`src/rtl/lifo_fr_pkg.sv`:
```
// Shared types, constants and helpers for the LIFO stack with find and replace.
`default_nettype none
package lifo_fr_pkg;

   // Storage geometry
   localparam int DEPTH        = 64;
   localparam int DATA_WIDTH   = 32;
   localparam int IN_WIDTH     = 32;
   localparam int COUNT_WIDTH  = $clog2(DEPTH + 1);
   localparam int SCAN_WIDTH   = $clog2(DEPTH);
   localparam int ENTRY_CNT_W  = 7;

   typedef logic [DATA_WIDTH-1:0] word_type;

   // Command codes
   typedef enum logic [1:0] {
      CMD_PUSH  = 2'd0,
      CMD_POP   = 2'd1,
      CMD_FIND  = 2'd2,
      CMD_CLEAR = 2'd3
   } cmd_type;

   // Status codes
   typedef enum logic [1:0] {
      STS_OK        = 2'd0,
      STS_EMPTY     = 2'd1,
      STS_FULL      = 2'd2,
      STS_NOT_FOUND = 2'd3
   } status_type;

   // Per-cycle move of every cell in the chain
   typedef enum logic [1:0] {
      OP_HOLD       = 2'd0,
      OP_SHIFT_DOWN = 2'd1,
      OP_SHIFT_UP   = 2'd2
   } cell_op_type;

   // Control bundle from the controller to the cell chain
   typedef struct packed {
      cell_op_type op;
      word_type    push_word;
      word_type    wrap_word;
   } cell_ctl_type;

   // Sign-extend a 32-bit input word and keep its low DATA_WIDTH bits
   function automatic word_type to_word(input logic [IN_WIDTH-1:0] raw);
      logic signed [63:0] ext;
      ext = 64'(signed'(raw));
      return ext[DATA_WIDTH-1:0];
   endfunction

endpackage
`default_nettype wire

```
`src/rtl/lifo_fr_cell.sv`:
```
// One storage cell of the stack chain: holds one word, loads from a neighbor.
`default_nettype none
module lifo_fr_cell (
   input  wire logic                   clock,
   input  wire lifo_fr_pkg::cell_ctl_type ctl,
   input  wire lifo_fr_pkg::word_type  upper_word,
   input  wire lifo_fr_pkg::word_type  lower_word,
   output      lifo_fr_pkg::word_type  q_word
);
   import lifo_fr_pkg::*;

   word_type word_ff;
   word_type word_in;

   // Select next content: keep, take the newer neighbor, or take the older one
   always_comb begin
      case (ctl.op)
         OP_SHIFT_DOWN: word_in = upper_word;
         OP_SHIFT_UP:   word_in = lower_word;
         default:       word_in = word_ff;
      endcase
   end

   // Payload register, no reset: content is undefined until pushed
   always_ff @(posedge clock) begin
      word_ff <= word_in;
   end

   assign q_word = word_ff;

endmodule
`default_nettype wire

```
`src/rtl/lifo_fr_ctrl.sv`:
```
// Command sequencer: handshakes, fill count, find scan and result register.
`default_nettype none
module lifo_fr_ctrl (
   input  wire logic                        clock,
   input  wire logic                        reset,
   input  wire logic                        req_valid,
   output      logic                        req_stall,
   input  wire logic [1:0]                  req_command,
   input  wire logic [31:0]                 req_value,
   input  wire logic [31:0]                 req_match_value,
   output      logic                        rsp_valid,
   input  wire logic                        rsp_stall,
   output      logic [1:0]                  rsp_status,
   output      logic [6:0]                  rsp_entry_count,
   input  wire lifo_fr_pkg::word_type       top_word,
   output      lifo_fr_pkg::cell_ctl_type   cell_ctl
);
   import lifo_fr_pkg::*;

   typedef enum logic [1:0] {
      ST_IDLE = 2'b01,
      ST_SCAN = 2'b10
   } state_type;

   state_type              state_ff, state_in;
   logic [COUNT_WIDTH-1:0] count_ff, count_in;
   logic [SCAN_WIDTH-1:0]  scan_ff, scan_in;
   logic                   found_ff, found_in;
   word_type               match_ff, match_in;
   word_type               repl_ff, repl_in;
   logic                   rsp_valid_ff, rsp_valid_in;
   status_type             rsp_status_ff, rsp_status_in;
   logic [ENTRY_CNT_W-1:0] rsp_count_ff, rsp_count_in;

   logic    accept;
   logic    rsp_load;
   logic    in_range;
   logic    hit;
   logic    last_step;
   cmd_type cmd;

   // Handshake: one item at a time, result register must be free or draining
   assign req_stall = (state_ff != ST_IDLE) || (rsp_valid_ff && rsp_stall);
   assign accept    = req_valid && !req_stall;
   assign cmd       = cmd_type'(req_command);

   // Scan compare at the top cell; the chain rotates one place each cycle
   assign in_range  = COUNT_WIDTH'(scan_ff) < count_ff;
   assign hit       = (state_ff == ST_SCAN) && !found_ff && in_range && (top_word == match_ff);
   assign last_step = scan_ff == SCAN_WIDTH'(DEPTH - 1);

   always_comb begin
      state_in      = state_ff;
      count_in      = count_ff;
      scan_in       = scan_ff;
      found_in      = found_ff;
      match_in      = match_ff;
      repl_in       = repl_ff;
      rsp_load      = 1'b0;
      rsp_status_in = rsp_status_ff;
      cell_ctl.op        = OP_HOLD;
      cell_ctl.push_word = to_word(req_value);
      cell_ctl.wrap_word = hit ? repl_ff : top_word;

      case (state_ff)
         ST_IDLE: begin
            if (accept) begin
               case (cmd)
                  CMD_PUSH: begin
                     rsp_load = 1'b1;
                     if (count_ff == COUNT_WIDTH'(DEPTH)) begin
                        rsp_status_in = STS_FULL;
                     end else begin
                        rsp_status_in = STS_OK;
                        cell_ctl.op   = OP_SHIFT_DOWN;
                        count_in      = count_ff + COUNT_WIDTH'(1);
                     end
                  end
                  CMD_POP: begin
                     rsp_load = 1'b1;
                     if (count_ff == '0) begin
                        rsp_status_in = STS_EMPTY;
                     end else begin
                        rsp_status_in = STS_OK;
                        cell_ctl.op   = OP_SHIFT_UP;
                        count_in      = count_ff - COUNT_WIDTH'(1);
                     end
                  end
                  CMD_FIND: begin
                     match_in = to_word(req_match_value);
                     repl_in  = to_word(req_value);
                     scan_in  = '0;
                     found_in = 1'b0;
                     state_in = ST_SCAN;
                  end
                  default: begin
                     rsp_load      = 1'b1;
                     rsp_status_in = STS_OK;
                     count_in      = '0;
                  end
               endcase
            end
         end
         ST_SCAN: begin
            // Full rotation restores the original order after DEPTH steps
            cell_ctl.op = OP_SHIFT_UP;
            found_in    = found_ff || hit;
            scan_in     = scan_ff + SCAN_WIDTH'(1);
            if (last_step) begin
               rsp_load      = 1'b1;
               rsp_status_in = (found_ff || hit) ? STS_OK : STS_NOT_FOUND;
               state_in      = ST_IDLE;
            end
         end
         default: begin
            state_in = ST_IDLE;
         end
      endcase
   end

   // Result register
   assign rsp_count_in = ENTRY_CNT_W'(count_in);
   assign rsp_valid_in = rsp_load ? 1'b1 : (rsp_valid_ff && rsp_stall);

   always_ff @(posedge clock) begin
      if (reset) begin
         state_ff     <= ST_IDLE;
         count_ff     <= '0;
         rsp_valid_ff <= 1'b0;
         found_ff     <= 1'b0;
      end else begin
         state_ff     <= state_in;
         count_ff     <= count_in;
         rsp_valid_ff <= rsp_valid_in;
         found_ff     <= found_in;
      end
   end

   always_ff @(posedge clock) begin
      scan_ff  <= scan_in;
      match_ff <= match_in;
      repl_ff  <= repl_in;
      if (rsp_load) begin
         rsp_status_ff <= rsp_status_in;
         rsp_count_ff  <= rsp_count_in;
      end
   end

   assign rsp_valid       = rsp_valid_ff;
   assign rsp_status      = rsp_status_ff;
   assign rsp_entry_count = rsp_count_ff;

   // Checks
   a_count_bound: assert property (@(posedge clock) disable iff (reset)
      count_ff <= COUNT_WIDTH'(DEPTH))
      else $error("fill count above depth");

   a_scan_count_stable: assert property (@(posedge clock) disable iff (reset)
      state_ff == ST_SCAN |=> $stable(count_ff))
      else $error("fill count moved during scan");

   a_found_sticky: assert property (@(posedge clock) disable iff (reset)
      (state_ff == ST_SCAN) && found_ff && !last_step |=> found_ff)
      else $error("found flag dropped during scan");

   a_scan_no_accept: assert property (@(posedge clock) disable iff (reset)
      state_ff == ST_SCAN |-> !accept && !(rsp_load && !last_step))
      else $error("item taken or result loaded mid-scan");

   a_result_hold: assert property (@(posedge clock) disable iff (reset)
      rsp_valid_ff && rsp_stall |=> rsp_valid_ff && $stable(rsp_status_ff))
      else $error("pending result lost");

endmodule
`default_nettype wire

```
`src/rtl/lifo_stack_with_find_replace_core.sv`:
```
// Top level: controller plus the chain of storage cells.
`default_nettype none
// Bounded LIFO of DEPTH signed words held in a chain of cells, cell 0 being the
// newest entry. Push and pop shift the whole chain one place, clear only zeroes
// the fill count. Find and replace rotates the whole chain whatever the fill
// level: the chain rotates once around, one cell per cycle, every entry passing
// the comparator at the top cell, and the first hit from the newest end is
// rewritten as it wraps. One item is in the block at a time; the next item is
// taken as soon as the previous result has left or is leaving the output
// register. No clearing pass after reset: the store starts empty.
module lifo_stack_with_find_replace_core (
   input  wire logic        clock,
   input  wire logic        reset,
   input  wire logic        req_valid,
   output      logic        req_stall,
   input  wire logic [1:0]  req_command,
   input  wire logic [31:0] req_value,
   input  wire logic [31:0] req_match_value,
   output      logic        rsp_valid,
   input  wire logic        rsp_stall,
   output      logic [1:0]  rsp_status,
   output      logic [6:0]  rsp_entry_count
);
   import lifo_fr_pkg::*;

   cell_ctl_type cell_ctl;
   word_type     cell_q [DEPTH];

   // Sequencer
   lifo_fr_ctrl u_ctrl (
      .clock           (clock),
      .reset           (reset),
      .req_valid       (req_valid),
      .req_stall       (req_stall),
      .req_command     (req_command),
      .req_value       (req_value),
      .req_match_value (req_match_value),
      .rsp_valid       (rsp_valid),
      .rsp_stall       (rsp_stall),
      .rsp_status      (rsp_status),
      .rsp_entry_count (rsp_entry_count),
      .top_word        (cell_q[0]),
      .cell_ctl        (cell_ctl)
   );

   // Cell chain: upper neighbor is newer, lower neighbor is older
   for (genvar gi = 0; gi < DEPTH; gi++) begin : g_cell
      word_type upper_word;
      word_type lower_word;

      if (gi == 0) begin : g_top
         assign upper_word = cell_ctl.push_word;
      end else begin : g_mid_up
         assign upper_word = cell_q[gi-1];
      end

      if (gi == DEPTH - 1) begin : g_bottom
         assign lower_word = cell_ctl.wrap_word;
      end else begin : g_mid_dn
         assign lower_word = cell_q[gi+1];
      end

      lifo_fr_cell u_cell (
         .clock      (clock),
         .ctl        (cell_ctl),
         .upper_word (upper_word),
         .lower_word (lower_word),
         .q_word     (cell_q[gi])
      );
   end

endmodule
`default_nettype wire

```
`config.mk`:
```
export PLATFORM = sky130hd
export DESIGN_NAME = lifo_stack_with_find_replace_core
export DESIGN_NICKNAME = d
export VERILOG_FILES = /design/src/rtl/lifo_fr_pkg.sv /design/src/rtl/lifo_fr_cell.sv /design/src/rtl/lifo_fr_ctrl.sv /design/src/rtl/lifo_stack_with_find_replace_core.sv
export SDC_FILE = /design/constraint.sdc
export NUM_CORES = 2
export LEC_CHECK = 0
export BUFFER_PORTS_ARGS = -buffer_cell sky130_fd_sc_hd__buf_2
export CAP_MARGIN = 20
export CORE_MARGIN = 3
export CORE_UTILIZATION = 31
export CTS_CLUSTER_DIAMETER = 100
export CTS_CLUSTER_SIZE = 40
export DETAILED_ROUTE_END_ITERATION = 10
export GPL_ROUTABILITY_DRIVEN = 0
export GPL_TIMING_DRIVEN = 0
export PLACE_DENSITY = 0.44
export SYNTH_ARGS = -nofsm -noshare
export SYNTH_HDL_FRONTEND = slang
export SYNTH_SLANG_ARGS = --single-unit
```
`constraint.sdc`:
```
create_clock -name clock -period 45.8 [get_ports clock]
set_input_delay 2.29 -clock clock [delete_from_list [all_inputs] [get_ports clock]]
set_output_delay 2.29 -clock clock [all_outputs]
set_load 0.005 [all_outputs]
```
# Word-level counts from Yosys, hierarchy flattened
# Cells that the tools add are included.
# Widths: inputs -> output; s select.
# classes
n_reduce_logical	17
n_mux	97
magnitude_cmp	1
n_addsub	3
n_eq_ne	14
# ops
cell	n
$pmux 32 s2	64
$eq 32x32->1	1
$mux 32	1
$mux 7	4
$pmux 7 s3	1
$mux 2	9
$pmux 2 s2	4
$mux 6	2
$pmux 6 s2	1
$reduce_and 3->1	3
$mux 1	8
$add 7x1->7 const B	1
$eq 7x7->1 const B	1
$logic_not 7->1	1
$lt 6x7->1	1
$sub 7x1->7 const B	1
$add 6x1->6 const B	1
$eq 2x1->1 const B	3
$eq 2x2->1 const B	3
$eq 6x6->1 const B	1
$ne 2x1->1 const B	3
$pmux 2 s3	1
$logic_and 1x1->1	5
$reduce_and 5->1	1
other kinds (6)	11
# word_totals
register_bits	2138
output_inout_bits	11
input_bits	70
wordCells	205

# Depth between registers and ports, before layout
# depth
depth_word	8
mapped_depth	14
ltp_nobuf	9

# Cells and area by module
# From an unflattened synthesis, not the netlist that was laid out.
# unflattened
cells_unflattened	4907
hier_area_um2	102344.4
# modules_own_cells
mod	seq_area_each_um2	n_inst	cells_per_inst	area_each_um2
lifo_fr_cell	960.9	64	71	1525.2
lifo_fr_ctrl	2592.5	1	363	4730.8

# Worst setup path after synthesis
# No wires, ideal clock.
# synth_path
path_kind	in2reg
from	input rsp_stall
to	register g_cell[0].u_cell.word_ff[0] (enable)
path_buffers	1
path_stages	7
setup_ns	2.376
path_slack_ns	0.090
t_required_ns	43.424
t_arrival_ns	43.334
cell_sequence	a21boi_1 > nand2_1 > clkbuf_1 > or3_2 > a21oi_1 > ha_1 > inv_1
# synth_between
elab_chain_cells	8
word_cells_on_any_way	9
cone_classes	eq/ne (2); mux (2); reduce/logical (5)
# synth_lines
item	line_no	text
from (decl)	lifo_stack_with_find_replace_core.sv:20	input wire logic rsp_stall,
$logic_and 1x1->1 (*)	lifo_fr_ctrl.sv:43	assign req_stall = (state_ff != ST_IDLE) || (rsp_valid_ff && rsp_stall);
$logic_or 1x1->1 (*)	lifo_fr_ctrl.sv:43	
$logic_not 1->1 (*)	lifo_fr_ctrl.sv:44	assign accept = req_valid && !req_stall;
$logic_and 1x1->1 (*)	lifo_fr_ctrl.sv:44	
$mux 2 (*)	lifo_fr_ctrl.sv:67	if (accept) begin
$pmux 2 s2 (*)	lifo_fr_ctrl.sv:65	case (state_ff)
$eq 2x1->1 / $eq 2x2->1 (equally long branches)	lifo_fr_cell.sv:17	case (ctl.op)
$reduce_bool 2->1 (no source line) (*)	-	
to (signal assigned)	lifo_fr_cell.sv:26	word_ff <= word_in;
to (decl)	lifo_fr_cell.sv:12	word_type word_ff;
# Mark *: on every way between the ends. The rest lies on a longest branch, timed or not.
# A chain may end at the register's enable or synchronous reset.

# Final worst setup path
# layout_path
from	input rsp_stall
to	register g_cell[24].u_cell.word_ff[6] (enable)
# layout_between
elab_chain_cells	8
word_cells_on_any_way	9
cone_classes	eq/ne (2); mux (2); reduce/logical (5)
# layout_lines
item	line_no
$logic_and 1x1->1 (*)	lifo_fr_ctrl.sv:43
$logic_or 1x1->1 (*)	lifo_fr_ctrl.sv:43
$logic_not 1->1 (*)	lifo_fr_ctrl.sv:44
$logic_and 1x1->1 (*)	lifo_fr_ctrl.sv:44
$mux 2 (*)	lifo_fr_ctrl.sv:67
$pmux 2 s2 (*)	lifo_fr_ctrl.sv:65
$eq 2x1->1 / $eq 2x2->1 (equally long branches)	lifo_fr_cell.sv:17
$reduce_bool 2->1 (no source line) (*)	-
to (signal assigned)	lifo_fr_cell.sv:26
to (decl)	lifo_fr_cell.sv:12
# Marks and branches as above.

==> results by group <==
STA
  • Clk_skew: 0.0598 ns
  • Slew headroom: 0.274
  • FMAX: approximately 140 MHz
  • Pins Over Slew Limit: 0
  • Unrepaired setup endpoints after global routing: no
  • Worst-margin pin slew: approximately 1.1 ns
  • Final worst-path cycle share: 0.155
  • Final Hold Viols: 0
  • Setup slack after layout: 38.68 ns
  • Setup violations, final: 0
  • WHS: 0.495 ns
  • Min cycle time layout: 7.12 ns
  • Setup_tns: 0 ns

Logic synthesis
  • Post-synth top area share: 0.710
  • Syn avg cell area: 19.0 um2
  • Post-synth EDFFs: 2127
  • Cell accounting for the most synthesized area: edfxtp_1
  • Synth Instances: 4743
  • Commonest cells in the netlist: edfxtp_1 (2127), mux2_2 (2017), clkbuf_1 (241), nor2_1 (42), nand4_1 (38)
  • Async set-or-reset flop fraction in the synthesized netlist: 0
  • Register area share after synthesis: 0.713
  • Synthesized area: 0.0899 mm2
  • Most common cell in the synthesized netlist: edfxtp_1
  • YS warnings: 0
  • Synth unique cells: 59
  • Register bit total from synthesis: 2138
  • Primary FF master, synth: edfxtp_1
  • Synth Net Count: ~4800
  • Top area cells in the synthesized netlist: edfxtp_1 (71%), mux2_2 (25%), clkbuf_1 (1.0%)

Route
  • DR vias: 41852
  • Final wirelength: 197 mm
  • Antenna-violating nets left: 0
  • Via density: 4.76
  • DR WL/cell: 22.4 um
  • Starting DRT DRC Count: 3876
  • 1st-pass router iterations: 5
  • DR DRC count: 0

Floorplan
  • Num rows: around 200
  • Die width: around 540 um
  • Initial Util: 0.312
  • DIE AREA: a little under 0.3 mm2
  • Die H: 545 um
  • Core area: just under 0.3 mm2
  • IO Pins: 81

GRT
  • Vias in the first global route: 43900
  • Met2 usage: 0.207
  • GR Layer Usage met1: 0.189
  • Global-route wire length before repair: 292 mm
  • Global Route Usage Sum: 0.129
  • Gr busiest metal: met2
  • M3 GR Usage: 0.0166
  • Pin count of the biggest net entering global routing: about 140
  • Initial antenna violation count: 18
  • Congestion Overflow GR: 0

CTS
  • Clock sinks: 2138
  • Setup Buffers After CTS: 0
  • Hold buffers post-CTS: 0
  • Clock transition at the registers of the reported paths: between 0.1 and 0.15 ns
  • Post-cts sizing count: 0
  • CTS buffer count: slightly below 90
  • CTS tree: done
  • H-Tree Depth: 3
  • Clk buf depth: 3
  • Clock root buffer master: clkbuf_16
  • Latest clock arrival within the worst-skew pair: between 0.7 and 0.8 ns

Place
  • Dpl hpwl: 142 mm
  • PortBufs: 79
  • DP Worst Slack: 37.83 ns

Worst setup path
  • Cells on worst reg2reg path: 14
  • Crit path from: rsp_stall
  • CP Max Fanout: around 130
  • Worst reg-to-reg setup slack: 39.58 ns
  • Crit path DAT: roughly 7.5 ns
  • Req. time, crit path: 46.22 ns
  • Reg-to-reg endpoint: g_cell[24].u_cell.q_word[6]
  • CP Capture Type: register
  • Worst flop-to-flop path startpoint: u_ctrl.state_ff[1]
  • Crit Path Category: input port to register
  • Setup crit end: g_cell[24].u_cell.q_word[6]
  • Startpoint Class: input port

Layout
  • Layout area overhead: 10.2%
  • Share of layout cells above drive strength 1: 0.458
  • Nets: approximately 5000

Status
  • Status: finished clean

Flow run
  • Max cap viols: 0

Hold path
  • HP Class: register to register

Pwr
  • Pwr dens: 37.8 mW/mm2
  • Leak: 0.0300 uW
  • Peak VDD IR: 27.0 uV
## state kept, by name (all words and copies together) (netlist names)
signal / count
g_cell.u_cell.q_word: 2048
u_ctrl.count_ff: 7
u_ctrl.found_ff: 1
u_ctrl.match_ff: 32
u_ctrl.repl_ff: 32
u_ctrl.rsp_entry_count: 7
u_ctrl.rsp_status: 2
u_ctrl.rsp_valid: 1
u_ctrl.scan_ff: 6
u_ctrl.state_ff: 2
## critical path, stage by stage
cell,delay [ns]
buf_2,0.11
a21boi_1,0.50
nand2_1,0.18
clkbuf_1,0.27
or3_2,0.52
a21oi_1,0.23
ha_1,0.33
inv_8,0.47
buf_16,0.42
buf_16,0.41
buf_16,0.44
buf_16,0.50
buf_16,0.41
## placed cells by master, fill, tap and decap left out, types with 5 or more instances in the layout
cell       count
o31ai_1       32
clkbuf_16     93
inv_12         7
diode_2        5
inv_1         13
xor2_1        33
inv_6          9
a21oi_1       11
buf_16        18
ha_1          12
clkinv_8       7
o21ai_0        9
buf_2         88
nor2_1        42
mux2_2      2017
edfxtp_1    2127
a31oi_1       35
clkbuf_1     244
nor3_1         5
dfxtp_1       11
nor4_1        11
clkinv_1       7
nand2_1       18
clkinv_16     11
nand3_1        7
inv_16        18
nand4_1       38
buf_1          8
## routing by layer
layer  wire [um]  vias to the layer above
li1            -                    19105
met1       95000                    22039
met2       92400                      588
met3        7340                      120
met4        2640                        0
met5           0                        -
## power by group
| part | leakage [uW] | total, uW | internal, uW | switching (uW) |
|---|---|---|---|---|
| clock | 0.00166 | 1140 | 432 | 709 |
| combinational | 0.00875 | 243 | 114 | 129 |
| sequential | 0.0195 | 2360 | 2290 | 68.2 |
## cell families (layout without fill, tap and decap cells)
group / count (synthesis) / in the layout / share of synthesized area
AOI/OAI and AO/OA: 113 / 113 / 0.00854
and+or+nand+nor: 151 / 151 / 0.00920
muxes: 2017 / 2017 / 0.253
other: 0 / 5 / 0
xor gates and xnor gates: 35 / 35 / 0.00341
DFF: 2138 / 2138 / 0.713
buffers and inverters: 277 / 542 / 0.0118
adders and majority gates: 12 / 12 / 0.00167
## metrics by stage
stage          area [um2]  instances  utilization  total power [uW]
6_report            99100       8794        0.344              3750
5_1_grt             99100       8791        0.344              3900
4_1_cts             99100       8789        0.344              3820
3_5_place_dp        95600       8623        0.331              2660
3_3_place_gp        95000       8603        0.330              3030
2_1_floorplan       89900       4743            -              2810
## worst min path at each step
stage	depth (start not counted)	startpoint	endpoint	slack (ns)
floorplan	2	u_ctrl.state_ff[0]	u_ctrl.state_ff[0]	0.46
global placement	2	u_ctrl.state_ff[0]	u_ctrl.state_ff[0]	0.50
detailed placement	2	u_ctrl.state_ff[0]	u_ctrl.state_ff[0]	0.48
CTS	2	u_ctrl.state_ff[0]	u_ctrl.state_ff[0]	0.50
global route	2	u_ctrl.state_ff[0]	u_ctrl.state_ff[0]	0.52
finish	2	u_ctrl.state_ff[0]	u_ctrl.state_ff[0]	0.49
## cell type report
| cell class | instances | area [um2] |
|---|---|---|
| diodes | 5 | 12.5 |
| plain buffers | 261 | 1000 |
| clock buffers | 96 | 2340 |
| clock inverters | 70 | 1140 |
| fillers | 27479 | 189000 |
| inverters | 16 | 67.6 |
| multi-input cells | 2328 | 24800 |
| flip-flops and latches | 2138 | 64100 |
| well taps | 3781 | 4730 |
| repair buffers | 99 | 926 |
Note: power is estimated with default switching activity, not from simulation.
